$ cat src/hw/rtl/hsr_div.sv
`default_nettype none
// Pipelined restoring divider, one quotient bit per stage.
// The dividend bits above the quotient must be below the divisor.
module hsr_div #(
  parameter int NW = 17,
  parameter int DW = 8,
  parameter int QW = 16
) (
  input  wire logic          clk,
  input  wire logic [QW-1:0] en,
  input  wire logic [NW-1:0] num_i,
  input  wire logic [DW-1:0] den_i,
  output logic      [QW-1:0] q_o
);

  logic [DW-1:0] rem_r [QW];
  logic [QW-1:0] low_r [QW];
  logic [QW-1:0] q_r   [QW];
  logic [DW-1:0] den_r [QW];

  for (genvar k = 0; k < QW; k++) begin : g_stage
    logic [DW-1:0] rem_i;
    logic [DW-1:0] den_s;
    logic [QW-1:0] low_i;
    logic [QW-1:0] q_i;
    logic [DW:0]   t;
    logic          ge;

    if (k == 0) begin : g_first
      assign rem_i = DW'(num_i[NW-1:QW]);
      assign low_i = num_i[QW-1:0];
      assign q_i   = '0;
      assign den_s = den_i;
    end else begin : g_next
      assign rem_i = rem_r[k-1];
      assign low_i = low_r[k-1];
      assign q_i   = q_r[k-1];
      assign den_s = den_r[k-1];
    end

    assign t  = {rem_i, low_i[QW-1]};
    assign ge = (t >= {1'b0, den_s});

    always_ff @(posedge clk) begin
      if (en[k]) begin
        rem_r[k] <= ge ? DW'(t - {1'b0, den_s}) : t[DW-1:0];
        low_r[k] <= low_i << 1;
        q_r[k]   <= {q_i[QW-2:0], ge};
        den_r[k] <= den_s;
      end
    end
  end

  assign q_o = q_r[QW-1];

endmodule
`default_nettype wire

$ cat src/hw/rtl/hsr_dly.sv
`default_nettype none
// Delay line with one enable per stage.
module hsr_dly #(
  parameter int W = 1,
  parameter int N = 1
) (
  input  wire logic         clk,
  input  wire logic [N-1:0] en,
  input  wire logic [W-1:0] d_i,
  output logic      [W-1:0] q_o
);

  logic [W-1:0] tap_r [N];

  always_ff @(posedge clk) begin
    if (en[0]) tap_r[0] <= d_i;
    for (int k = 1; k < N; k++) begin
      if (en[k]) begin
        tap_r[k] <= tap_r[k-1];
      end
    end
  end

  assign q_o = tap_r[N-1];

endmodule
`default_nettype wire

$ cat src/hw/rtl/hsr_hsl.sv
`default_nettype none
// RGB to HSL: one setup stage, then the hue and saturation dividers side by side.
module hsr_hsl #(
  parameter int FB = 16
) (
  input  wire logic        clk,
  input  wire logic [FB+1:0] en,
  input  wire logic [7:0]  red_i,
  input  wire logic [7:0]  green_i,
  input  wire logic [7:0]  blue_i,
  output logic [FB-1:0]    h_o,
  output logic [FB:0]      s_o,
  output logic [FB:0]      l_o
);

  localparam int REP = (FB + 7) / 8;

  logic [7:0]         mx, mn, d, sden;
  logic [8:0]         sum;
  logic [10:0]        d6;
  logic signed [11:0] nm;
  logic [1:0]         lquo;
  logic [7:0]         lrem;
  logic [8*REP-1:0]   lrep;
  logic [FB:0]        lit;

  logic [10:0] num_r, d6_r;
  logic [7:0]  d_r, sden_r;
  logic [FB:0] l_r;
  logic        gray_r;

  logic [FB:0] qh, qs, ql;
  logic        gray_q;

  always_comb begin
    mx = red_i;
    mn = red_i;
    if (green_i > mx) mx = green_i;
    if (blue_i > mx) mx = blue_i;
    if (green_i < mn) mn = green_i;
    if (blue_i < mn) mn = blue_i;
    d    = mx - mn;
    sum  = {1'b0, mx} + {1'b0, mn};
    sden = (sum < 9'd255) ? sum[7:0] : 8'(9'd510 - sum);
    d6   = ({3'b0, d} << 2) + ({3'b0, d} << 1);
    priority if (red_i == mx) begin
      nm = $signed({4'b0, green_i}) - $signed({4'b0, blue_i});
    end else if (green_i == mx) begin
      nm = $signed({3'b0, d, 1'b0}) + $signed({4'b0, blue_i}) - $signed({4'b0, red_i});
    end else begin
      nm = $signed({2'b0, d, 2'b0}) + $signed({4'b0, red_i}) - $signed({4'b0, green_i});
    end
    if (nm < 0) nm = nm + $signed({1'b0, d6});
    // lightness sum / 510: split sum into 255 * quo + rem; rem / 255 in binary
    // is the byte rem repeated, so its leading bits are the floored fraction
    priority if (sum == 9'd510) begin
      lquo = 2'd2;
      lrem = 8'd0;
    end else if (sum >= 9'd255) begin
      lquo = 2'd1;
      lrem = 8'(sum - 9'd255);
    end else begin
      lquo = 2'd0;
      lrem = sum[7:0];
    end
    lrep = {REP{lrem}};
    lit  = {lquo, {(FB-1){1'b0}}} + {2'b0, lrep[8*REP-1 -: FB-1]};
  end

  always_ff @(posedge clk) begin
    if (en[0]) begin
      num_r  <= nm[10:0];
      d6_r   <= d6;
      d_r    <= d;
      sden_r <= sden;
      l_r    <= lit;
      gray_r <= (mx == mn);
    end
  end

  hsr_div #(.NW(FB+11), .DW(11), .QW(FB+1)) u_hue (
    .clk(clk), .en(en[FB+1:1]), .num_i({num_r, {FB{1'b0}}}), .den_i(d6_r), .q_o(qh)
  );

  hsr_div #(.NW(FB+8), .DW(8), .QW(FB+1)) u_sat (
    .clk(clk), .en(en[FB+1:1]), .num_i({d_r, {FB{1'b0}}}), .den_i(sden_r), .q_o(qs)
  );

  hsr_dly #(.W(FB+1), .N(FB+1)) u_lit (
    .clk(clk), .en(en[FB+1:1]), .d_i(l_r), .q_o(ql)
  );

  hsr_dly #(.W(1), .N(FB+1)) u_gray (
    .clk(clk), .en(en[FB+1:1]), .d_i(gray_r), .q_o(gray_q)
  );

  // gray pixels have hue and saturation zero
  assign h_o = gray_q ? '0 : qh[FB-1:0];
  assign s_o = gray_q ? '0 : qs;
  assign l_o = ql;

endmodule
`default_nettype wire

$ cat config.mk
export PLATFORM = sky130hd
export DESIGN_NAME = hsr_hsl
export DESIGN_NICKNAME = d
export VERILOG_FILES = /design/src/hw/rtl/hsr_div.sv /design/src/hw/rtl/hsr_dly.sv /design/src/hw/rtl/hsr_hsl.sv
export SDC_FILE = /design/constraint.sdc
export NUM_CORES = 2
export LEC_CHECK = 0
export ABC_AREA = 1
export BUFFER_PORTS_ARGS = -buffer_cell sky130_fd_sc_hd__buf_2
export CORE_ASPECT_RATIO = 1.75
export CORE_MARGIN = 8
export CORE_UTILIZATION = 60
export DETAILED_ROUTE_END_ITERATION = 10
export HOLD_SLACK_MARGIN = 0.08
export PLACE_DENSITY_LB_ADDON = 0.05
export SLEW_MARGIN = 20
export SYNTH_ARGS = -nofsm -noshare
export SYNTH_HDL_FRONTEND = slang
export SYNTH_SLANG_ARGS = --single-unit
$ cat constraint.sdc
create_clock -name clk -period 13.7 [get_ports clk]
set_input_delay 2.055 -clock clk [delete_from_list [all_inputs] [get_ports clk]]
set_output_delay 2.055 -clock clk [all_outputs]
set_load 0.01 [all_outputs]
==> results.py <==
metrics = {
    "timing": {
        "fin_setup_tns_ns": 0,
        "fin_skew_ns": 0.0409,
        "hold_violations": 0,
        "setup_viol": 0,
        "rsz0062_at_grt": "no",
        "worst_slew_pin_slew_ns": 1.03,
        "max_freq_mhz": 96.7,
        "report.final.slew_viol_count": 0,
        "min_period_ns": 10.34,
        "slew_headroom": 0.310,
        "period_share": 0.755,
    },
    "final_layout": {
        "final_cell_count_no_fill": 5748,
        "design_area_sq_um": 57100,
        "drive_gt1_frac": 0.0689,
        "nets": 5004,
        "syn_to_final_growth_pct": 9.16,
        "antennaDiodeCount": 0,
    },
    "placement": {
        "hpwl_mm": 82.3,
        "dp.cells": 5584,
        "portBuffers": 92,
        "gp_congestion": 0.961,
        "dpl_cell_area_sq_um": 54000,
    },
    "grt": {
        "groute.usage.overall": 0.216,
        "first_global_vias": 31946,
        "grt-ovfl-total": 0,
        "grt_first_pass_wirelength_mm": 161,
        "grt_max_degree": 65,
        "antenna_found_initial": 0,
    },
    "power_and_ir_drop": {
        "p_clk_frac": 0.188,
        "power.switching_mw": 5.48,
        "powerDensity_nw_per_um2": 247,
        "p_sw_frac": 0.388,
        "ir_drop_v": 0.000354,
        "power.total_mw": 14.1,
        "pwr-share-comb": 0.441,
        "p_int_mw": 8.64,
        "seq_power_share": 0.371,
        "p_leak_nw": 23.7,
    },
    "route": {
        "drt_wl_total_mm": 103,
        "drc": 0,
        "routed_via_density": 5.33,
        "post_drt_wl_per_cell_microns": 17.9,
        "dr.first_iter.drc_count": 1177,
        "antenna_left": 0,
        "dr.pass1.iters": 5,
        "vias": 30638,
    },
    "die": {
        "die_h_microns": 407,
        "coreArea_sq_um": 86600,
        "num_io_pins": 93,
        "rows": 143,
        "dieArea_sq_um": 97200,
        "die_w_microns": 239,
        "start_util": 0.604,
    },
    "clock_tree": {
        "clock_tree.root_cell": "clkbuf_16",
        "cts.sinks": 1083,
        "cts_buffer_depth": 3,
        "h-tree-depth": 3,
        "cts_resized": 0,
        "post_cts_buffers": 0,
        "clock_latency_ns": 0.70,
        "cts_tree": "yes",
        "path_clk_slew_ns": 0.07,
        "cts_buffers": 92,
        "holdBufCountCts": 0,
    },
    "flow_run": {
        "cap_violations": 0,
    },
    "setup_path": {
        "cpMaxStageDelayCell": "xnor2_1",
        "reg2reg_from": "u_hue.rem_r[0][57]$_DFFE_PP_",
        "path_class": "primary input to register",
        "max_stage_delay_ns": 0.64,
        "cp_max_fo": 13,
        "arrival_ns": 10.76,
        "required_ns": 14.12,
        "worstSetupStartpointType": "primary input",
        "endpoint_kind": "register",
        "crit_start": "red_i[5]",
    },
    "synth": {
        "synth_cell_types": 54,
        "async_flop_share": 0,
        "ys.flop_type": "edfxtp_1",
        "syn-num-nets": 4866,
        "synth.avg_cell_area_sq_um": 11.9,
        "syn_inst": 4381,
        "postSynthRegisterBits": 1083,
        "yosysWarnings": 0,
        "ys_seq_area_frac": 0.622,
        "synth-edff-count": 1083,
        "synth.cell_area_sq_um": 52300,
    },
    "hold_path": {
        "hold_path.startpoint": "u_sat.q_r[0][143]$_DFFE_PP_",
        "hp-class": "register to register",
    },
    "run_status": {
        "run_status": "completed",
    },
}
metrics by stage:
| step | hold WS, ns | setup slack [ns] | util |
|---|---|---|---|
| after floorplan | 0.400 | 4.61 | - |
| after global placement | 0.400 | 2.72 | 0.623 |
| after detailed placement | 0.405 | 2.69 | 0.623 |
| after CTS | 0.385 | 3.41 | 0.659 |
| after global routing | 0.390 | 2.68 | 0.659 |
| final | 0.396 | 3.36 | 0.659 |
critical path: cells and delay by family:
kind / cells / cell delay (ns)
and+or+nand+nor: 21 / 2.94
xor gates and xnor gates: 2 / 0.81
buffers and inverters: 11 / 1.27
adders and majority gates: 7 / 2.30
AOI/OAI and AO/OA: 8 / 1.34
cell families (layout without fill, tap and decap cells):
group	Yosys count	in the layout	synth area share
simple gates	1180	1180	0.0955
flops	1083	1083	0.622
buf+inv	726	933	0.0546
compound gates	705	705	0.0735
fa+ha+maj	442	442	0.113
xor+xnor	245	245	0.0413
placed cells by master, fill, tap and decap left out, drive strengths merged, types with 2 or more instances in the layout:
cell and count:
and3 2, nand4 27, o21ai 344, clkinvlp 5, buf 112, a31oi 10, edfxtp 1083, xor2 170
o21a 5, or2 2, nor2 317, clkbuf 105, o221ai 5, a211oi 10, inv 650, fa 52
and2 10, o21bai 35, nand3b 4, clkinv 49, xnor2 75, nand3 137, nand2 621, nor3 56
ha 390, a311oi 2, o31ai 22, a21oi 254, a21o 8, bufinv 12, o211ai 4, nor4 4
sequential cells by signal, indices dropped and copies added (netlist names):
| name | cells |
|---|---|
| u_lit.tap_r | 170 |
| num_r | 11 |
| u_hue.den_r | 160 |
| u_gray.tap_r | 17 |
| gray_r | 1 |
| u_sat.q_r | 153 |
| u_sat.den_r | 112 |
| l_r | 10 |
| sden_r | 7 |
| u_hue.rem_r | 161 |
| u_sat.rem_r | 128 |
| d6_r | 9 |
| u_hue.q_r | 136 |
| d_r | 8 |
path summary, 6_finish.rpt:
check | cells after the start | end | slack [ns]
worst max-delay path | 49 | num_r[10]$_DFFE_PP_ | 3.36
worst min-delay path | 0 | u_sat.q_r[0][161]$_DFFE_PP_ | 0.40
worst min register to register | 0 | u_sat.q_r[0][161]$_DFFE_PP_ | 0.40
worst max register to register | 12 | u_hue.rem_r[0][73]$_DFFE_PP_ | 10.00
power groups by stage:
| stage | clock network [mW] | registers (mW) | logic [mW] |
|---|---|---|---|
| after detailed placement | 0 | 5.31 | 6.23 |
| after CTS | 2.71 | 5.25 | 6.27 |
| after global placement | 0 | 5.29 | 6.12 |
| final | 2.65 | 5.24 | 6.23 |
| after floorplan | 0 | 5.12 | 4.71 |
| after global routing | 2.83 | 5.31 | 7.05 |
Yosys cell counts (17+ instances only):
library cell  number  area, sq um
nand4_1           26          163
edfxtp_1        1083        32500
ha_1             390         4880
nor2_1           309         1160
o21bai_1          35          263
nand2_1          591         2220
clkbuf_1          35          131
nand2_2           25          156
xnor2_1           75          657
a21oi_1          253         1270
o21ai_1           17         85.1
o21ai_0          317         1590
xor2_1           168         1470
nand3_1          129          646
inv_1            640         2400
o31ai_1           22          165
nor3_1            56          280
fa_1              52         1040
buf_4             20          150
area by class of cell:
| type | count | area [sq um] |
|---|---|---|
| Timing Repair Buffer | 112 | 623 |
| Clock inverter | 58 | 738 |
| Inverter | 658 | 2470 |
| Sequential cell | 1083 | 32500 |
| Tap cell | 1160 | 1450 |
| Multi-Input combinational cell | 2572 | 16900 |
| Fill cell | 6661 | 29500 |
| Clock buffer | 105 | 2350 |
layer usage:
| metal | part of all wire | up-vias | global-route usage |
|---|---|---|---|
| li1 | - | 15342 | - |
| met1 | 0.28 | 14534 | 0.154 |
| met2 | 0.62 | 483 | 0.471 |
| met3 | 0.027 | 279 | 0.0278 |
| met4 | 0.081 | 0 | 0.160 |
| met5 | 0 | - | 0 |
No activity file was read; power rests on OpenSTA's default activity.
