`src/hw/rtl/hsr_pkg.sv`:
```
`default_nettype none
package hsr_pkg;

  localparam int FRAC_BITS_DEF = 16;

  // pipeline stage counts of the fixed parts
  localparam int UPM_STAGES = 16;
  localparam int REC_STAGES = 6;

  localparam int CFG_IDX_W  = 2;
  localparam int CFG_DATA_W = 24;

  localparam logic [CFG_IDX_W-1:0] REG_BASE_COLOR    = 2'd0;
  localparam logic [CFG_IDX_W-1:0] REG_TONE_COLOR    = 2'd1;
  localparam logic [CFG_IDX_W-1:0] REG_HUE_TOLERANCE = 2'd2;
  localparam logic [CFG_IDX_W-1:0] REG_CLAMP_HUE     = 2'd3;

  localparam logic [23:0] BASE_COLOR_RST    = 24'h000000;
  localparam logic [23:0] TONE_COLOR_RST    = 24'h000000;
  localparam logic [15:0] HUE_TOLERANCE_RST = 16'd13107;
  localparam logic        CLAMP_HUE_RST     = 1'b1;

endpackage
`default_nettype wire

```
`src/hw/rtl/hsr_rec.sv`:
```
`default_nettype none
// Hue match, HSL shift and HSL to RGB back conversion.
module hsr_rec
  import hsr_pkg::*;
#(
  parameter int FB = 16
) (
  input  wire logic                  clk,
  input  wire logic [REC_STAGES-1:0] en,
  input  wire logic [FB-1:0]         h_i,
  input  wire logic [FB:0]           s_i,
  input  wire logic [FB:0]           l_i,
  input  wire logic [FB-1:0]         bh_i,
  input  wire logic [FB:0]           bs_i,
  input  wire logic [FB:0]           bl_i,
  input  wire logic [FB-1:0]         th_i,
  input  wire logic [FB:0]           ts_i,
  input  wire logic [FB:0]           tl_i,
  input  wire logic [FB-1:0]         tol_i,
  input  wire logic                  clamp_i,
  output logic                       match_o,
  output logic [7:0]                 red_o,
  output logic [7:0]                 green_o,
  output logic [7:0]                 blue_o
);

  typedef enum logic [1:0] {SEL_RAMP, SEL_HIGH, SEL_LOW} sel_t;

  localparam longint ONE_I = 64'd1 << FB;
  localparam logic [FB:0]   ONE   = (FB+1)'(ONE_I);
  localparam logic [FB:0]   HALF  = (FB+1)'(ONE_I >> 1);
  localparam logic [FB:0]   THIRD = (FB+1)'(ONE_I / 3);
  localparam logic [FB:0]   TT    = (FB+1)'((2 * ONE_I) / 3);

  function automatic logic [FB:0] clamp_unit(input logic signed [FB+3:0] v);
    if (v < 0) return '0;
    if (v > $signed({3'b0, ONE})) return ONE;
    return v[FB:0];
  endfunction

  // stage 1
  logic [FB-1:0]        hue_gap, nh;
  logic signed [FB+3:0] ns_s, nl_s;
  logic [FB:0]          ns, nl;
  logic                 keep_l;
  logic                 m1_r;
  logic [FB-1:0]        nh1_r;
  logic [FB:0]          ns1_r, ls1_r;

  always_comb begin
    hue_gap = (bh_i >= h_i) ? bh_i - h_i : h_i - bh_i;
    nh      = h_i + th_i - bh_i;
    ns_s    = $signed({3'b0, s_i}) + $signed({3'b0, ts_i}) - $signed({3'b0, bs_i});
    nl_s    = $signed({3'b0, l_i}) + $signed({3'b0, tl_i}) - $signed({3'b0, bl_i});
    ns      = clamp_unit(ns_s);
    nl      = clamp_unit(nl_s);
    keep_l  = ({1'b0, th_i} > HALF) && clamp_i;
  end

  always_ff @(posedge clk) begin
    if (en[0]) begin
      m1_r  <= (hue_gap < tol_i);
      nh1_r <= nh;
      ns1_r <= ns;
      ls1_r <= keep_l ? l_i : nl;
    end
  end

  // stage 2
  logic [2*FB+1:0] lprod;
  logic            m2_r;
  logic [FB-1:0]   nh2_r;
  logic [FB:0]     ns2_r, ls2_r, lsq2_r;

  assign lprod = ls1_r * ns1_r;

  always_ff @(posedge clk) begin
    if (en[1]) begin
      m2_r   <= m1_r;
      nh2_r  <= nh1_r;
      ns2_r  <= ns1_r;
      ls2_r  <= ls1_r;
      lsq2_r <= lprod[2*FB:FB];
    end
  end

  // stage 3
  logic signed [FB+3:0] hi, lo;
  logic [FB:0]          t [3];
  logic [FB+3:0]        x6, x3, x2;
  sel_t                 sel [3];
  logic [FB:0]          fac [3];
  logic                 m3_r;
  logic signed [FB+3:0] hi3_r, lo3_r;
  logic [FB+1:0]        sp3_r;
  sel_t                 sel3_r [3];
  logic [FB:0]          fac3_r [3];

  always_comb begin
    if (ls2_r <= HALF) begin
      hi = $signed({3'b0, ls2_r}) + $signed({3'b0, lsq2_r});
    end else begin
      hi = $signed({3'b0, ls2_r}) + $signed({3'b0, ns2_r}) - $signed({3'b0, lsq2_r});
    end
    lo = $signed({2'b0, ls2_r, 1'b0}) - hi;

    t[0] = {1'b0, nh2_r} + THIRD;
    if (t[0] > ONE) t[0] = t[0] - ONE;
    t[1] = {1'b0, nh2_r};
    t[2] = ({1'b0, nh2_r} >= THIRD) ? {1'b0, nh2_r} - THIRD : {1'b0, nh2_r} + ONE - THIRD;

    for (int c = 0; c < 3; c++) begin
      x6 = ({3'b0, t[c]} << 2) + ({3'b0, t[c]} << 1);
      x3 = ({3'b0, t[c]} << 1) + {3'b0, t[c]};
      x2 = {3'b0, t[c]} << 1;
      fac[c] = '0;
      priority if (x6 < {3'b0, ONE}) begin
        sel[c] = SEL_RAMP;
        fac[c] = x6[FB:0];
      end else if (x2 < {3'b0, ONE}) begin
        sel[c] = SEL_HIGH;
      end else if (x3 < {2'b0, ONE, 1'b0}) begin
        sel[c] = SEL_RAMP;
        x6 = ({3'b0, TT - t[c]} << 2) + ({3'b0, TT - t[c]} << 1);
        fac[c] = x6[FB:0];
      end else begin
        sel[c] = SEL_LOW;
      end
    end
  end

  always_ff @(posedge clk) begin
    if (en[2]) begin
      m3_r  <= m2_r;
      hi3_r <= hi;
      lo3_r <= lo;
      sp3_r <= (hi > lo) ? (FB+2)'(hi - lo) : '0;
      for (int c = 0; c < 3; c++) begin
        sel3_r[c] <= sel[c];
        fac3_r[c] <= fac[c];
      end
    end
  end

  // stage 4
  logic [2*FB+2:0]      cprod [3];
  logic                 m4_r;
  logic signed [FB+3:0] hi4_r, lo4_r;
  sel_t                 sel4_r [3];
  logic [FB+1:0]        pr4_r [3];

  always_comb begin
    for (int c = 0; c < 3; c++) begin
      cprod[c] = sp3_r * fac3_r[c];
    end
  end

  always_ff @(posedge clk) begin
    if (en[3]) begin
      m4_r  <= m3_r;
      hi4_r <= hi3_r;
      lo4_r <= lo3_r;
      for (int c = 0; c < 3; c++) begin
        sel4_r[c] <= sel3_r[c];
        pr4_r[c]  <= cprod[c][2*FB+1:FB];
      end
    end
  end

  // stage 5
  logic signed [FB+3:0] cv [3];
  logic                 m5_r;
  logic [FB:0]          v5_r [3];

  always_comb begin
    for (int c = 0; c < 3; c++) begin
      unique case (sel4_r[c])
        SEL_RAMP: cv[c] = lo4_r + $signed({2'b0, pr4_r[c]});
        SEL_HIGH: cv[c] = hi4_r;
        SEL_LOW:  cv[c] = lo4_r;
        default:  cv[c] = lo4_r;
      endcase
    end
  end

  always_ff @(posedge clk) begin
    if (en[4]) begin
      m5_r <= m4_r;
      for (int c = 0; c < 3; c++) begin
        v5_r[c] <= clamp_unit(cv[c]);
      end
    end
  end

  // stage 6: scale to a byte, v * 255 >> FB
  logic [FB+8:0] sc [3];
  logic          m6_r;
  logic [7:0]    b6_r [3];

  always_comb begin
    for (int c = 0; c < 3; c++) begin
      sc[c] = {v5_r[c], 8'b0} - {8'b0, v5_r[c]};
    end
  end

  always_ff @(posedge clk) begin
    if (en[5]) begin
      m6_r <= m5_r;
      for (int c = 0; c < 3; c++) begin
        b6_r[c] <= sc[c][FB+7:FB];
      end
    end
  end

  assign match_o = m6_r;
  assign red_o   = b6_r[0];
  assign green_o = b6_r[1];
  assign blue_o  = b6_r[2];

endmodule
`default_nettype wire

```
`config.mk`:
```
export PLATFORM = sky130hd
export DESIGN_NAME = hsr_rec
export DESIGN_NICKNAME = d
export VERILOG_FILES = /design/src/hw/rtl/hsr_pkg.sv /design/src/hw/rtl/hsr_rec.sv
export SDC_FILE = /design/constraint.sdc
export NUM_CORES = 2
export LEC_CHECK = 0
export ABC_CLOCK_PERIOD_IN_PS = 17300
export BUFFER_PORTS_ARGS = -buffer_cell sky130_fd_sc_hd__buf_2
export CAP_MARGIN = 20
export CORE_ASPECT_RATIO = 0.6
export CORE_MARGIN = 2
export CORE_UTILIZATION = 50
export DETAILED_ROUTE_END_ITERATION = 16
export PLACE_DENSITY = 0.66
export RECOVER_POWER = 25
export SETUP_SLACK_MARGIN = 0.05
export SLEW_MARGIN = 0
export SYNTH_ARGS = -nofsm -noshare
export SYNTH_HDL_FRONTEND = slang
export SYNTH_SLANG_ARGS = --single-unit
```
`constraint.sdc`:
```
create_clock -name clk -period 17.3 [get_ports clk]
set_input_delay 2.595 -clock clk [delete_from_list [all_inputs] [get_ports clk]]
set_output_delay 2.595 -clock clk [all_outputs]
set_load 0.01 [all_outputs]
```
==> impl_metrics.tcl <==
set metrics [dict create \
    arrival_ns 8.67 \
    die_w_microns 484 \
    holdPathStages 0 \
    worst_hold_path_type "flip-flop to flip-flop" \
    drv_cap 3 \
    fillers 12400 \
    cts_root_buffer "clkbuf_16" \
    cts_buffers 42 \
    finalHoldViolCount 0 \
    fin_worst_skew_ns 0.0437 \
    yosys.area.top_type_share_pct 27.4 \
    grt-ovfl-total 0 \
    ys_types 97 \
    dr.first_iter.drc_count 4725 \
    setup_viol 0 \
    area_growth_pct 5.81 \
    nets 9510 \
    io_pins 199 \
    cp-end-kind "flip-flop" \
    period_needed_ns 8.27 \
    floorplan.die.height_microns 292 \
    clkSinkCount 405 \
    r2r_slack_ns 9.03 \
    drive_above_1_share_pct 4.93 \
    synth_edf_count 405 \
    cp_max_fo 48 \
    antenna_found_initial 20 \
    drc 0 \
    ys_seq_elements 405 \
    dieArea_sq_um 141000 \
    clockBufferDepth 3 \
    worstSetupPathType "flip-flop to flip-flop" \
    post-dp-hpwl_microns 153000 \
    ant_nets 0 \
    slew-limit-headroom_pct -89.9 \
    finalCritPeriodShare_pct 47.8 \
    post_cts_resized 0 \
    synth_largest_area_cell "fa_1" \
    status "finished, violations left" \
    path_clk_slew_ns 0.08 \
    synth.most_common_cell "inv_1" \
    place_congestion 0.950 \
    synth_commonest_cells "inv_1, fa_1, nand2_1" \
    setup-tns-final_ns 0 \
    cts_setup_buffers 0 \
    track_usage_pct 27.2 \
    portBuffers 198 \
    cp_data_required_time_ns 17.70 \
    cts_tree "yes" \
    hold_path_end "nh2_r[12]" \
    htree_levels 2 \
    syn-instance-count 7495 \
    grt_pass1_wl_microns 301000 \
    grt_pass1_vias 52500 \
    ys.flop_type "edfxtp_1" \
    slew_violations 67 \
    core_sq_um 137000 \
    tightest_slew_ns 2.85 \
    cts_hold_buf 0 \
    violations "capacitance limit, slew limit" \
    routedWlPerCell_microns 20.1 \
    postSynthAreaPerCell_sq_um 9.22 \
    synth.area.top_cells "fa_1, edfxtp_1, ha_1" \
    routed_wl_microns 189000 \
    yosysWarnings 0 \
    max_freq_ghz 0.121 \
    r2r-end "pr4_r[0][35]" \
    rr_worst_depth 24 \
    rr_startpoint "sp3_r[9]" \
    syn-cell-area_sq_um 69100 \
    hp-start "nh1_r[12]" \
    multi_input_area_sq_um 50100 \
    grt_max_degree 78 \
    regArea_sq_um 12200 \
    row_count 105 \
    via_count 51800 \
    start_util_pct 50.5 \
    rsz0062_at_grt "no" \
    dr.pass1.iters 6 \
    crit_path_start_kind "flip-flop" \
    clk-insertion-delay-late_ns 0.65 \
    async_flop_share_pct 0 \
    ys_seq_area_share_pct 17.6 \
    via_per_inst 5.51 \
]
-- worst max path at each step --
stage	depth (start not counted)	slack [ns]	from	to
2_1_floorplan	25	10.20	sp3_r[10]	pr4_r[0][35]
3_3_place_gp	24	9.25	sp3_r[9]	pr4_r[0][35]
3_5_place_dp	24	9.14	sp3_r[9]	pr4_r[0][35]
4_1_cts	24	9.12	sp3_r[9]	pr4_r[0][35]
5_1_grt	22	8.66	sp3_r[11]	pr4_r[0][35]
6_report	24	9.03	sp3_r[9]	pr4_r[0][35]
-- metal layers --
| metal | vias up | GRT usage (%) | wire, microns |
|---|---|---|---|
| met4 | 4 | 3.76 | 2470 |
| met5 | - | 0 | 34 |
| li1 | 24000 | - | - |
| met2 | 2053 | 37.9 | 74900 |
| met1 | 25500 | 42.7 | 91200 |
| met3 | 161 | 7.11 | 20500 |
-- area by class of cell --
class / count / area share, %
clock inverter: 27 / 0.406
multi-input combinational: 5296 / 68.6
timing repair buffer: 241 / 1.78
inverter: 1554 / 7.98
sequential: 405 / 16.6
antenna: 6 / 0.0205
clock buffer: 47 / 1.46
tap: 1819 / 3.11
-- cells in the final DEF, fill, tap and decap left out, types with 171 or more instances in the layout --
| cell type | n |
|---|---|
| inv_1 | 1552 |
| fa_1 | 944 |
| nand2_1 | 859 |
| ha_1 | 852 |
| and2_1 | 421 |
| edfxtp_1 | 405 |
| xnor2_1 | 281 |
| nor2_1 | 270 |
| a21oi_1 | 268 |
| buf_2 | 194 |
| o21ai_0 | 179 |
| a21o_1 | 171 |
-- critical path: stages, from the launching register on --
cell and delay [ns]:
edfxtp_1 0.32, buf_4 0.51, nand2_1 0.15, fa_1 0.54
inv_1 0.06, fa_1 0.53, inv_1 0.05, fa_1 0.48
fa_1 0.54, inv_1 0.05, fa_1 0.47, inv_1 0.05
fa_1 0.47, inv_1 0.04, ha_1 0.28, and3_1 0.23
a221oi_1 0.60, o211ai_1 0.18, o221ai_1 0.33, a21boi_0 0.21
o41ai_1 0.57, o221ai_1 0.34, a2111oi_0 0.68, o31ai_1 0.15
xnor2_1 0.15
-- kinds of logic (layout without fill, tap and decap cells) --
group,after synthesis,count (layout),share of synthesized area (%)
xor+xnor,376,376,4.81
flops,405,405,17.6
other cells,2,33,0.0109
mux,43,43,0.658
buf+inv,1819,1869,9.96
compound gates,1058,1058,10.3
simple gates,1996,1996,13.9
fa+ha+maj,1796,1796,42.8
-- metrics by stage --
| step | area (sq um) | cells | worst slack, ns | util [%] | hold WS, ns |
|---|---|---|---|---|---|
| global placement | 71700 | 9310 | 9.25 | 52.4 | 0.401 |
| floorplan | 69200 | 7520 | 10.20 | - | 0.400 |
| global route | 73100 | 9394 | 8.66 | 53.4 | 0.424 |
| CTS | 73100 | 9384 | 9.12 | 53.4 | 0.415 |
| detailed placement | 71700 | 9310 | 9.14 | 52.4 | 0.405 |
| finish | 73100 | 9395 | 9.03 | 53.4 | 0.411 |
-- registers in the layout (all words and copies together) (netlist names), 17 cells and up --
signal	cells
pr4_r	54
v5_r	51
fac3_r	48
b6_r	24
hi3_r	19
hi4_r	19
lo3_r	19
lo4_r	19
ls1_r	17
ls2_r	17
lsq2_r	17
ns1_r	17
ns2_r	17
sp3_r	17
Power is left out: the tool's default activity adds up to more than one toggle a clock period on the data nets, which glitch-free logic cannot reach.
