## config.mk

```make
export PLATFORM = sky130hd
export DESIGN_NAME = hsr_div
export DESIGN_NICKNAME = d
export VERILOG_FILES = /design/src/hw/rtl/hsr_div.sv
export SDC_FILE = /design/constraint.sdc
export NUM_CORES = 1
export LEC_CHECK = 0
export BUFFER_PORTS_ARGS = -buffer_cell sky130_fd_sc_hd__buf_2
export CORE_MARGIN = 5
export CORE_UTILIZATION = 54
export CTS_CLUSTER_SIZE = 12
export DETAILED_ROUTE_END_ITERATION = 10
export HOLD_SLACK_MARGIN = 0.12
export PLACE_DENSITY_LB_ADDON = 0.2
export SLEW_MARGIN = 0
export SYNTH_ARGS = -nofsm -noshare
export SYNTH_HDL_FRONTEND = slang
export SYNTH_SLANG_ARGS = --single-unit
export TNS_END_PERCENT = 30
```

## constraint.sdc

```tcl
create_clock -name clk -period 2.43 [get_ports clk]
set_clock_uncertainty 0.2 [all_clocks]
set_input_delay 0.1215 -clock clk [delete_from_list [all_inputs] [get_ports clk]]
set_output_delay 0.1215 -clock clk [all_outputs]
set_load 0.05 [all_outputs]
```

## src/hw/rtl/hsr_div.sv

```systemverilog
`default_nettype none
// Pipelined restoring divider, one quotient bit per stage.
// The dividend bits above the quotient must be below the divisor.
module hsr_div #(
  parameter int NW = 17,
  parameter int DW = 8,
  parameter int QW = 16
) (
  input  wire logic          clk,
  input  wire logic [QW-1:0] en,
  input  wire logic [NW-1:0] num_i,
  input  wire logic [DW-1:0] den_i,
  output logic      [QW-1:0] q_o
);

  logic [DW-1:0] rem_r [QW];
  logic [QW-1:0] low_r [QW];
  logic [QW-1:0] q_r   [QW];
  logic [DW-1:0] den_r [QW];

  for (genvar k = 0; k < QW; k++) begin : g_stage
    logic [DW-1:0] rem_i;
    logic [DW-1:0] den_s;
    logic [QW-1:0] low_i;
    logic [QW-1:0] q_i;
    logic [DW:0]   t;
    logic          ge;

    if (k == 0) begin : g_first
      assign rem_i = DW'(num_i[NW-1:QW]);
      assign low_i = num_i[QW-1:0];
      assign q_i   = '0;
      assign den_s = den_i;
    end else begin : g_next
      assign rem_i = rem_r[k-1];
      assign low_i = low_r[k-1];
      assign q_i   = q_r[k-1];
      assign den_s = den_r[k-1];
    end

    assign t  = {rem_i, low_i[QW-1]};
    assign ge = (t >= {1'b0, den_s});

    always_ff @(posedge clk) begin
      if (en[k]) begin
        rem_r[k] <= ge ? DW'(t - {1'b0, den_s}) : t[DW-1:0];
        low_r[k] <= low_i << 1;
        q_r[k]   <= {q_i[QW-2:0], ge};
        den_r[k] <= den_s;
      end
    end
  end

  assign q_o = q_r[QW-1];

endmodule
`default_nettype wire

```

==> results.sh, run 1 <==
export IMPL_setup_slack_ps=-79.6
export IMPL_worst_slew_pin_slew_ps=809
export IMPL_cap_violations=0
export IMPL_drive_above_1_share_pct=14.3
export IMPL_maxSlewHeadroom_pct=46.0
export IMPL_cts_clk_slew_worst_paths_ps=60
export IMPL_routed_wl_mm=37.4
export IMPL_min_from="low_r[1][72]"
export IMPL_ys_top_cells_by_count="edfxtp_1, inv_1, ha_1, o21ai_0, nand2_1"
export IMPL_failed_checks="setup timing"
export IMPL_ir_drop_mv=0.583
export IMPL_drcViolationCount=0
export IMPL_tns_ps=-79.6
export IMPL_synth_top_area_share_pct=68.4
export IMPL_cts_buffer_depth=3
export IMPL_ios=58
export IMPL_drt_first_iter_violations=684
export IMPL_fillers=2964
export IMPL_synth_area_um2=21800
export IMPL_grt_max_degree=33
export IMPL_power_density_nw_per_um2=1070
export IMPL_hold_path_cell_count=0
export IMPL_drt_met1_wl_mm=16.3
export IMPL_gp_congestion=0.847
export IMPL_hold_path_class="reg -> reg"
export IMPL_post_dp_cell_area_um2=23000
export IMPL_coreArea_um2=39800
export IMPL_crit_path_max_fanout=4
export IMPL_cts_htree_levels=2
export IMPL_route_met3_wl_mm=1.35
export IMPL_dp_cells=2079
export IMPL_grt_ovfl_total=0
export IMPL_startpoint_type="input port"
export IMPL_wl_per_cell_um=16.8
export IMPL_drv_slew=0
export IMPL_synthSimpleGateAreaFrac_pct=5.96
export IMPL_holdWs_ps=210
export IMPL_synth_area_leader_cell="edfxtp_1"
export IMPL_yosysSeqAreaShare_pct=68.4
export IMPL_fp_dieW_um=211
export IMPL_end_kind="register"
export IMPL_clock_fmax_ghz=0.398
export IMPL_synth_nets=1646
export IMPL_grt_pass1_wl_mm=61.7
export IMPL_synth_edff_count=496
export IMPL_antenna_found_initial=0
export IMPL_grt_pass1_vias=12300
export IMPL_leakage_nw=9.75
export IMPL_post_route_period_util_pct=103
export IMPL_num_vias=11900
export IMPL_syn_to_final_growth_pct=16.2
export IMPL_fin_crit_ps=2510
export IMPL_root_buffer="clkbuf_16"
export IMPL_muxShareOfSynthArea_pct=1.71
export IMPL_synth_xor_area_share_pct=1.69
export IMPL_cp_arrival_ps=2630
export IMPL_r2r_end="rem_r[7][6]"
export IMPL_hpwl_mm=25.8
export IMPL_ys_ff_latch=496
export IMPL_met2WireLength_mm=18.9
export IMPL_start_util_pct=54.6
export IMPL_dp_slack_ps=-47.2
export IMPL_fp_row_count=73
export IMPL_diodes=0
export IMPL_cts_buffers=51
export IMPL_synth_compound_area_share_pct=10.7
export IMPL_r2r_setup_slack_ps=40
export IMPL_crit_required_ps=2550
export IMPL_rsz0062_at_grt="yes"
export IMPL_status="finished with violations"
export IMPL_dieHeight_um=211
export IMPL_grtUsageTotal_pct=17.2
export IMPL_dr_pass1_iters=5
export IMPL_routed_top_layer="met4"
export IMPL_fin_cells=2235
export IMPL_synth_most_common_cell="edfxtp_1"
export IMPL_synthFlopType="edfxtp_1"
export IMPL_cts_num_sinks=496
export IMPL_numPortBuffers=57
export IMPL_reg2reg_from="den_r[0][48]"
export IMPL_yosys_warnings=0
export IMPL_syn_area_per_cell_um2=14.8
export IMPL_cts_tree="built"
export IMPL_holdPathEnd="low_r[1][88]"
export IMPL_fin_area_um2=25300
export IMPL_hold_violations=0
export IMPL_crit_type="in -> reg"
export IMPL_synth_top_family_by_area="compound AO/OA/AOI/OAI gates"
export IMPL_synthTopCellsByArea="edfxtp_1, ha_1, inv_1"
export IMPL_synthCells=1467
export IMPL_clock_latency_ps=570
export IMPL_via_per_inst=5.32
export IMPL_synthArstFlopShare_pct=0
export IMPL_r2r_cells=7
export IMPL_die_area_um2=44400
export IMPL_finalSetupViolCount=1
export IMPL_synthAdderAreaFrac_pct=8.39
export IMPL_ys_types=60
export IMPL_antenna_left=0
export IMPL_nNetsFinal=1860
==> registers in the layout, indices dropped and copies added (netlist names) <==
| name | count |
|---|---|
| low_r | 120 |
| rem_r | 120 |
| den_r | 120 |
| q_r | 136 |
==> area by class of cell <==
cell class,instances,area (um2),share of cell area [%]
Sequential cell,496,14900,58.9
Multi-Input combinational cell,799,6280,24.8
Inverter,161,604,2.39
Clock buffer,65,1370,5.42
Clock inverter,17,124,0.490
Timing Repair Buffer,172,1360,5.36
Tap cell,525,657,2.60
==> power breakdown <==
| part | switching (W) | total [W] | internal, W |
|---|---|---|---|
| sequential | 0.000661 | 0.0120 | 0.0113 |
| clock | 0.00301 | 0.00714 | 0.00413 |
| combinational | 0.00426 | 0.00803 | 0.00377 |
| total | 0.00793 | 0.0272 | 0.0192 |
==> critical path, cell delays in order <==
cell           delay, ps
dlygate4sd3_1        520
buf_2                100
inv_1                 50
ha_1                 250
fa_1                 510
a211oi_4             360
mux2i_1              140
dlygate4sd3_1        580
==> timing repair <==
| item | in CTS | in global routing |
|---|---|---|
| pin swaps | 3 | 9 |
| endpoints found under the setup margin | 10 | 65 |
| endpoints found under the hold margin | 528 | 0 |
| buffers inserted | 1 | 7 |
| gates resized for setup | 2 | 27 |
| hold buffers | 65 | 0 |
| cloned | 0 | 1 |
==> metal layers <==
metal / up-vias / global-route usage (%)
li1: 5907 / -
met1: 5742 / 22.1
met5: - / 0
met2: 178 / 30.0
met3: 64 / 3.22
met4: 0 / 5.23
==> logic make-up (layout without fill, tap and decap cells) <==
group | count (synthesis) | after routing
flops | 496 | 496
compound gates | 334 | 334
simple gates | 253 | 253
buf+inv | 172 | 415
fa+ha+maj | 137 | 137
xor+xnor | 42 | 42
mux | 33 | 33
==> how the worst max path moves through the flow <==
stage / from / endpoint / slack (ps) / depth (start not counted)
CTS: rem_r[10][4] / rem_r[11][7] / -20 / 6
detailed placement: rem_r[5][2] / rem_r[6][2] / -50 / 6
global route: num_i[15] / rem_r[0][0] / -130 / 8
finish: num_i[15] / rem_r[0][0] / -80 / 8
global placement: rem_r[5][2] / rem_r[6][2] / -40 / 6
floorplan: rem_r[6][2] / rem_r[7][2] / 150 / 6
==> cell usage in the layout (no fill, tap or decap), drive strengths merged, types with 10 or more instances in the layout <==
cell type / n
xor2: 23
mux2i: 14
dlygate4sd3: 65
mux2: 19
a21o: 19
a221oi: 10
nor3: 14
nand3: 10
nor2b: 17
ha: 122
nand2: 97
and2: 16
inv: 161
nor2: 28
a31o: 10
clkbuf: 65
nand2b: 27
o21a: 30
o21ai: 123
and4: 10
xnor2: 19
fa: 15
o31ai: 20
a211oi: 16
a21boi: 11
edfxtp: 496
buf: 107
clkinv: 14
a21oi: 64
==> stage by stage <==
stage / power [W] / util [%]
global route: 0.0289 / 63.5
global placement: 0.0196 / 57.7
floorplan: 0.0177 / -
finish: 0.0272 / 63.5
detailed placement: 0.0198 / 57.7
CTS: 0.0272 / 63.1
Power figures use the tool's default switching activity.
==> run 2, diff against run 1 <==
--- a/config.mk
+++ b/config.mk
@@ -5,7 +5,9 @@
 export SDC_FILE = /design/constraint.sdc
 export NUM_CORES = 1
 export LEC_CHECK = 0
+export ABC_AREA = 1
 export BUFFER_PORTS_ARGS = -buffer_cell sky130_fd_sc_hd__buf_2
+export CAP_MARGIN = 10
 export CORE_MARGIN = 5
 export CORE_UTILIZATION = 54
 export CTS_CLUSTER_SIZE = 12
==> results.sh, run 2 <==
export IMPL_status="complete, no violations"
export IMPL_holdWs_ps=204
export IMPL_maxSlewHeadroom_pct=40.0
export IMPL_path_cells="ha_1 > nand2_1 > nor2_2 > nand3_1 > and2_1 > nand2_8 > nand2_1 > nand2_1"
export IMPL_drt_first_iter_violations=872
export IMPL_synthArstFlopShare_pct=0
export IMPL_dr_pass1_iters=5
export IMPL_grt_pass1_vias=14400
export IMPL_drcViolationCount=0
export IMPL_cp_arrival_ps=2360
export IMPL_largest_register_ffs=136
export IMPL_hpwl_mm=31.6
export IMPL_cts_htree_levels=2
export IMPL_rsz0062_at_grt="no"
export IMPL_ys_ff_latch=496
export IMPL_drv_slew=0
export IMPL_fin_crit_ps=2230
export IMPL_root_buffer="clkbuf_16"
export IMPL_final_cell_mix="nand2_1, edfxtp_1, inv_1"
export IMPL_synth_nets=2268
export IMPL_startpoint_type="register"
export IMPL_hold_path_class="in -> reg"
export IMPL_finalSetupViolCount=0
export IMPL_wl_per_cell_um=15.2
export IMPL_antenna_found_initial=0
export IMPL_syn_area_per_cell_um2=11.2
export IMPL_crit_required_ps=2560
export IMPL_fillers=3441
export IMPL_num_vias=14300
export IMPL_crit_type="reg -> reg"
export IMPL_synth_area_um2=23300
export IMPL_cap_violations=0
export IMPL_yosys_warnings=0
export IMPL_clock_latency_ps=590
export IMPL_post_route_period_util_pct=91.9
export IMPL_path_common_cell="nand2_1"
export IMPL_mostFrequentLayoutCell="nand2_1"
export IMPL_diodes=0
export IMPL_cts_clk_slew_worst_paths_ps=60
export IMPL_gp_congestion=0.919
export IMPL_synthTopCellsByArea="edfxtp_1, nand2_1, ha_1"
export IMPL_routed_wl_mm=43.6
export IMPL_synth_area_leader_cell="edfxtp_1"
export IMPL_synth_edff_count=496
export IMPL_fp_dieW_um=218
export IMPL_finish_utilization_pct=61.7
export IMPL_syn_to_final_growth_pct=13.6
export IMPL_crit_slowest_cell="and2_1"
export IMPL_critPathTopFamily="simple AND/OR/NAND/NOR gates"
export IMPL_coreArea_um2=42900
export IMPL_tns_ps=0
export IMPL_cts_resized=0
export IMPL_fp_row_count=76
export IMPL_ys_types=28
export IMPL_post_cts_buffers=0
export IMPL_worst_slew_pin_slew_ps=900
export IMPL_cts_tree="built"
export IMPL_grt_max_degree=33
export IMPL_antenna_left=0
export IMPL_ys_top_cells_by_count="nand2_1, edfxtp_1, inv_1, nand3_1, ha_1"
export IMPL_synth_top_area_share_pct=63.9
export IMPL_grtUsageTotal_pct=19.1
export IMPL_leakage_nw=11.8
export IMPL_cts_buffers=52
export IMPL_start_util_pct=54.3
export IMPL_power_density_nw_per_um2=1080
export IMPL_synthCells=2089
export IMPL_yosysSeqAreaShare_pct=63.9
export IMPL_ir_drop_mv=0.699
export IMPL_synth_most_common_cell="nand2_1"
export IMPL_grt_pass1_wl_mm=73.0
export IMPL_die_area_um2=47400
export IMPL_clock_fmax_ghz=0.448
export IMPL_synthFlopType="edfxtp_1"
export IMPL_grt_ovfl_total=0
export IMPL_slowest_delay_ps=440
export IMPL_cts_num_sinks=496
export IMPL_nNetsFinal=2434
export IMPL_drive_above_1_share_pct=7.79
export IMPL_crit_path_max_fanout=9
export IMPL_end_kind="register"
export IMPL_crit_buf_inv=0
export IMPL_cts_buffer_depth=3
export IMPL_ios=58
export IMPL_hold_violations=0
export IMPL_numPortBuffers=57
export IMPL_regMostFlops="q_r"
export IMPL_via_per_inst=5.00
export IMPL_dieHeight_um=218
==> run 2: cell types whose count changed in the layout (fill, tap and decap cells not counted), moves of 20 or more <==
cell | before | now
nand4_1 | 2 | 28
nor2_1 | 28 | 74
nand2b_1 | 27 | 0
o21a_1 | 30 | 0
buf_4 | 45 | 7
o21ai_0 | 106 | 3
inv_1 | 160 | 335
nand2_1 | 97 | 609
o31ai_1 | 20 | 0
nand2_4 | 0 | 23
nand3_1 | 10 | 205
==> run 2: timing repair <==
item | CTS | global route
hold buffers | 64 | 0
setup endpoints to repair | 0 | 0
hold endpoints to repair | 528 | 0
==> run 2: stage by stage <==
step | setup WS, ps | area, um2 | power (W) | cells
6_report | 196 | 26500 | 0.0285 | 2870
5_1_grt | 45.7 | 26500 | 0.0307 | 2870
4_1_cts | 177 | 26500 | 0.0288 | 2870
3_5_place_dp | 188 | 24200 | 0.0211 | 2722
3_3_place_gp | 186 | 24200 | 0.0211 | 2722
2_1_floorplan | 509 | 23300 | 0.0190 | 2089
==> run 2: cells by family after synthesis <==
kind of cell / after synthesis / synth area share (%)
xor+xnor: 42 / 1.58
flops: 496 / 63.9
compound gates: 67 / 1.60
fa+ha+maj: 137 / 7.84
buf+inv: 355 / 6.11
simple gates: 992 / 18.9
==> run 2: path summary, 6_finish.rpt <==
kind	startpoint	end	slack, ps	cells past startpoint
hold / removal	num_i[15]	rem_r[0][0]	200	4
setup reg to reg	rem_r[1][4]	rem_r[2][7]	200	8
hold reg to reg	low_r[0][43]	low_r[0][59]	210	0
setup / recovery	rem_r[1][4]	rem_r[2][7]	200	8
==> run 2: report_power, final <==
part | leakage (nW) | switching (W) | internal, W
Combinational | 6.22 | 0.00553 | 0.00327
Clock | 0.771 | 0.00306 | 0.00442
Sequential | 4.86 | 0.000853 | 0.0114
==> run 2: worst register-to-register path: cells and delay by family (launching register included) <==
family / cells / cell delay, ps
AND/OR/NAND/NOR: 7 / 950
flip-flops: 1 / 430
adder cells (fa/ha/maj): 1 / 400
==> run 2: final cells by class <==
type,count,area [um2],area share [%]
clock buffers,61,1340,5.05
clock inverters,23,263,0.993
inverters,339,1270,4.81
multi-input cells,1238,6980,26.4
flip-flops and latches,496,14900,56.3
well taps,585,732,2.77
repair buffers,128,978,3.70
==> run 2: per-layer routing <==
layer / vias to the layer above / GRT usage, % / routed length [um]
met4: 0 / 5.73 / 1090
met2: 308 / 33.1 / 21400
met5: - / 0 / 0
li1: 7301 / - / -
met3: 80 / 2.98 / 2050
met1: 6660 / 25.2 / 19000
==> run 3, diff against run 2 <==
--- a/config.mk
+++ b/config.mk
@@ -9,11 +9,11 @@
 export BUFFER_PORTS_ARGS = -buffer_cell sky130_fd_sc_hd__buf_2
 export CAP_MARGIN = 10
 export CORE_MARGIN = 5
-export CORE_UTILIZATION = 54
+export CORE_UTILIZATION = 55
 export CTS_CLUSTER_SIZE = 12
 export DETAILED_ROUTE_END_ITERATION = 10
 export HOLD_SLACK_MARGIN = 0.12
-export PLACE_DENSITY_LB_ADDON = 0.2
+export PLACE_DENSITY = 0.74
 export SLEW_MARGIN = 0
 export SYNTH_ARGS = -nofsm -noshare
 export SYNTH_HDL_FRONTEND = slang
==> results.sh, run 3 (synthesis gave the netlist of run 2 again) <==
export IMPL_leakage_nw=11.8
export IMPL_cp_arrival_ps=2380
export IMPL_nNetsFinal=2432
export IMPL_syn_to_final_growth_pct=13.0
export IMPL_startpoint_type="register"
export IMPL_holdPathEnd="low_r[1][73]"
export IMPL_grt_pass1_vias=14500
export IMPL_drv_slew=0
export IMPL_drcViolationCount=0
export IMPL_dr_pass1_iters=5
export IMPL_dieHeight_um=216
export IMPL_largest_register_ffs=136
export IMPL_fillers=3234
export IMPL_fp_row_count=75
export IMPL_via_per_inst=5.12
export IMPL_cts_clk_slew_worst_paths_ps=60
export IMPL_coreArea_um2=41900
export IMPL_rsz0062_at_grt="no"
export IMPL_crit_required_ps=2560
export IMPL_dp_cells=2674
export IMPL_fin_crit_ps=2250
export IMPL_worst_slew_pin_slew_ps=832
export IMPL_grt_pass1_wl_mm=72.2
export IMPL_hold_violations=0
export IMPL_hold_path_class="reg -> reg"
export IMPL_fp_dieW_um=216
export IMPL_start_util_pct=55.5
export IMPL_ios=58
export IMPL_ir_drop_mv=0.628
export IMPL_cts_num_sinks=496
export IMPL_hold_path_cell_count=0
export IMPL_r2r_setup_slack_ps=180
export IMPL_grtUsageMet1_pct=24.9
export IMPL_grtUsageTotal_pct=19.1
export IMPL_top_usage_layer="met2"
export IMPL_clock_fmax_ghz=0.444
export IMPL_mostFrequentLayoutCell="nand2_1"
export IMPL_wl_per_cell_um=15.6
export IMPL_globalRouteMet3Util_pct=3.11
export IMPL_r2r_cells=9
export IMPL_setup_worst_path_start="den_r[0][22]"
export IMPL_r2r_end="rem_r[3][6]"
export IMPL_crit_path_max_fanout=9
export IMPL_final_cell_mix="nand2_1, edfxtp_1, inv_1"
export IMPL_cts_buffers=52
export IMPL_num_vias=14400
export IMPL_tns_ps=0
export IMPL_numPortBuffers=57
export IMPL_cts_resized=0
export IMPL_crit_type="reg -> reg"
export IMPL_grt_ovfl_total=0
export IMPL_grtUsageMet2_pct=33.5
export IMPL_power_density_nw_per_um2=1080
export IMPL_drive_above_1_share_pct=7.89
export IMPL_fin_cells=2820
export IMPL_cap_violations=0
export IMPL_gp_congestion=0.914
export IMPL_die_area_um2=46600
export IMPL_root_buffer="clkbuf_16"
export IMPL_end_kind="register"
export IMPL_setup_slack_ps=180
export IMPL_antenna_found_initial=0
export IMPL_status="complete, no violations"
export IMPL_post_route_period_util_pct=92.6
export IMPL_clock_latency_ps=580
export IMPL_post_cts_buffers=0
export IMPL_holdWs_ps=212
export IMPL_antenna_left=0
export IMPL_hpwl_mm=31.6
export IMPL_holdBufCountCts=64
export IMPL_diodes=0
export IMPL_min_from="low_r[1][57]"
export IMPL_cts_tree="built"
export IMPL_regMostFlops="q_r"
export IMPL_dp_slack_ps=198
export IMPL_reg2reg_from="den_r[0][22]"
export IMPL_grt_max_degree=33
export IMPL_cts_buffer_depth=3
export IMPL_finalSetupViolCount=0
export IMPL_routed_wl_mm=44.1
export IMPL_maxSlewHeadroom_pct=44.5
export IMPL_drt_first_iter_violations=1023
export IMPL_cts_htree_levels=2
-- run 3: cell count changes in the layout (fill, tap and decap cells not counted), moves of 2 or more --
cell / before / now
clkinv_2: 3 / 8
bufinv_16: 5 / 3
buf_4: 7 / 5
clkinv_1: 14 / 7
-- run 3: worst max path at each step --
stage | end | slack, ps | cells after the start
after floorplan | rem_r[9][7] | 510 | 8
after global placement | rem_r[13][0] | 200 | 9
after detailed placement | rem_r[3][6] | 200 | 9
after CTS | rem_r[3][2] | 190 | 9
after global routing | rem_r[14][7] | 30 | 9
final | rem_r[3][6] | 180 | 9
-- run 3: per-stage QoR --
step	power [W]	utilization (%)	cell area, um2
after global placement	0.0210	57.6	24100
after floorplan	0.0190	-	23300
after detailed placement	0.0211	57.6	24100
final	0.0284	62.8	26300
after CTS	0.0286	62.8	26300
after global routing	0.0304	62.8	26300
-- run 3: worst max-delay path: stages (launching register included) --
cell and delay, ps:
edfxtp_1 430, inv_1 120, ha_1 270, nand2_1 90, nand2_1 70, a21oi_1 110, and2_1 450, nand2_8 120
nand2_1 80, nand2_1 60
-- run 3: cell type report --
type	count	area (um2)	share of cell area, %
multi-input combinational	1238	6980	26.5
timing repair buffer	126	963	3.66
sequential	496	14900	56.6
clock inverter	19	183	0.694
inverter	339	1270	4.83
clock buffer	63	1360	5.18
tap	539	674	2.56
-- run 3: per-layer routing --
layer  vias to the layer above  wire length, um
met5                         -                0
met4                         0             1100
met3                        88             1990
met2                       324            21800
met1                      6746            19200
li1                       7281                -
-- run 3: report_power, final --
group	switching (W)	total [W]	internal, W	leakage, nW
clock network	0.00305	0.00731	0.00426	0.757
logic	0.00557	0.00883	0.00327	6.21
registers	0.000845	0.0122	0.0114	4.86
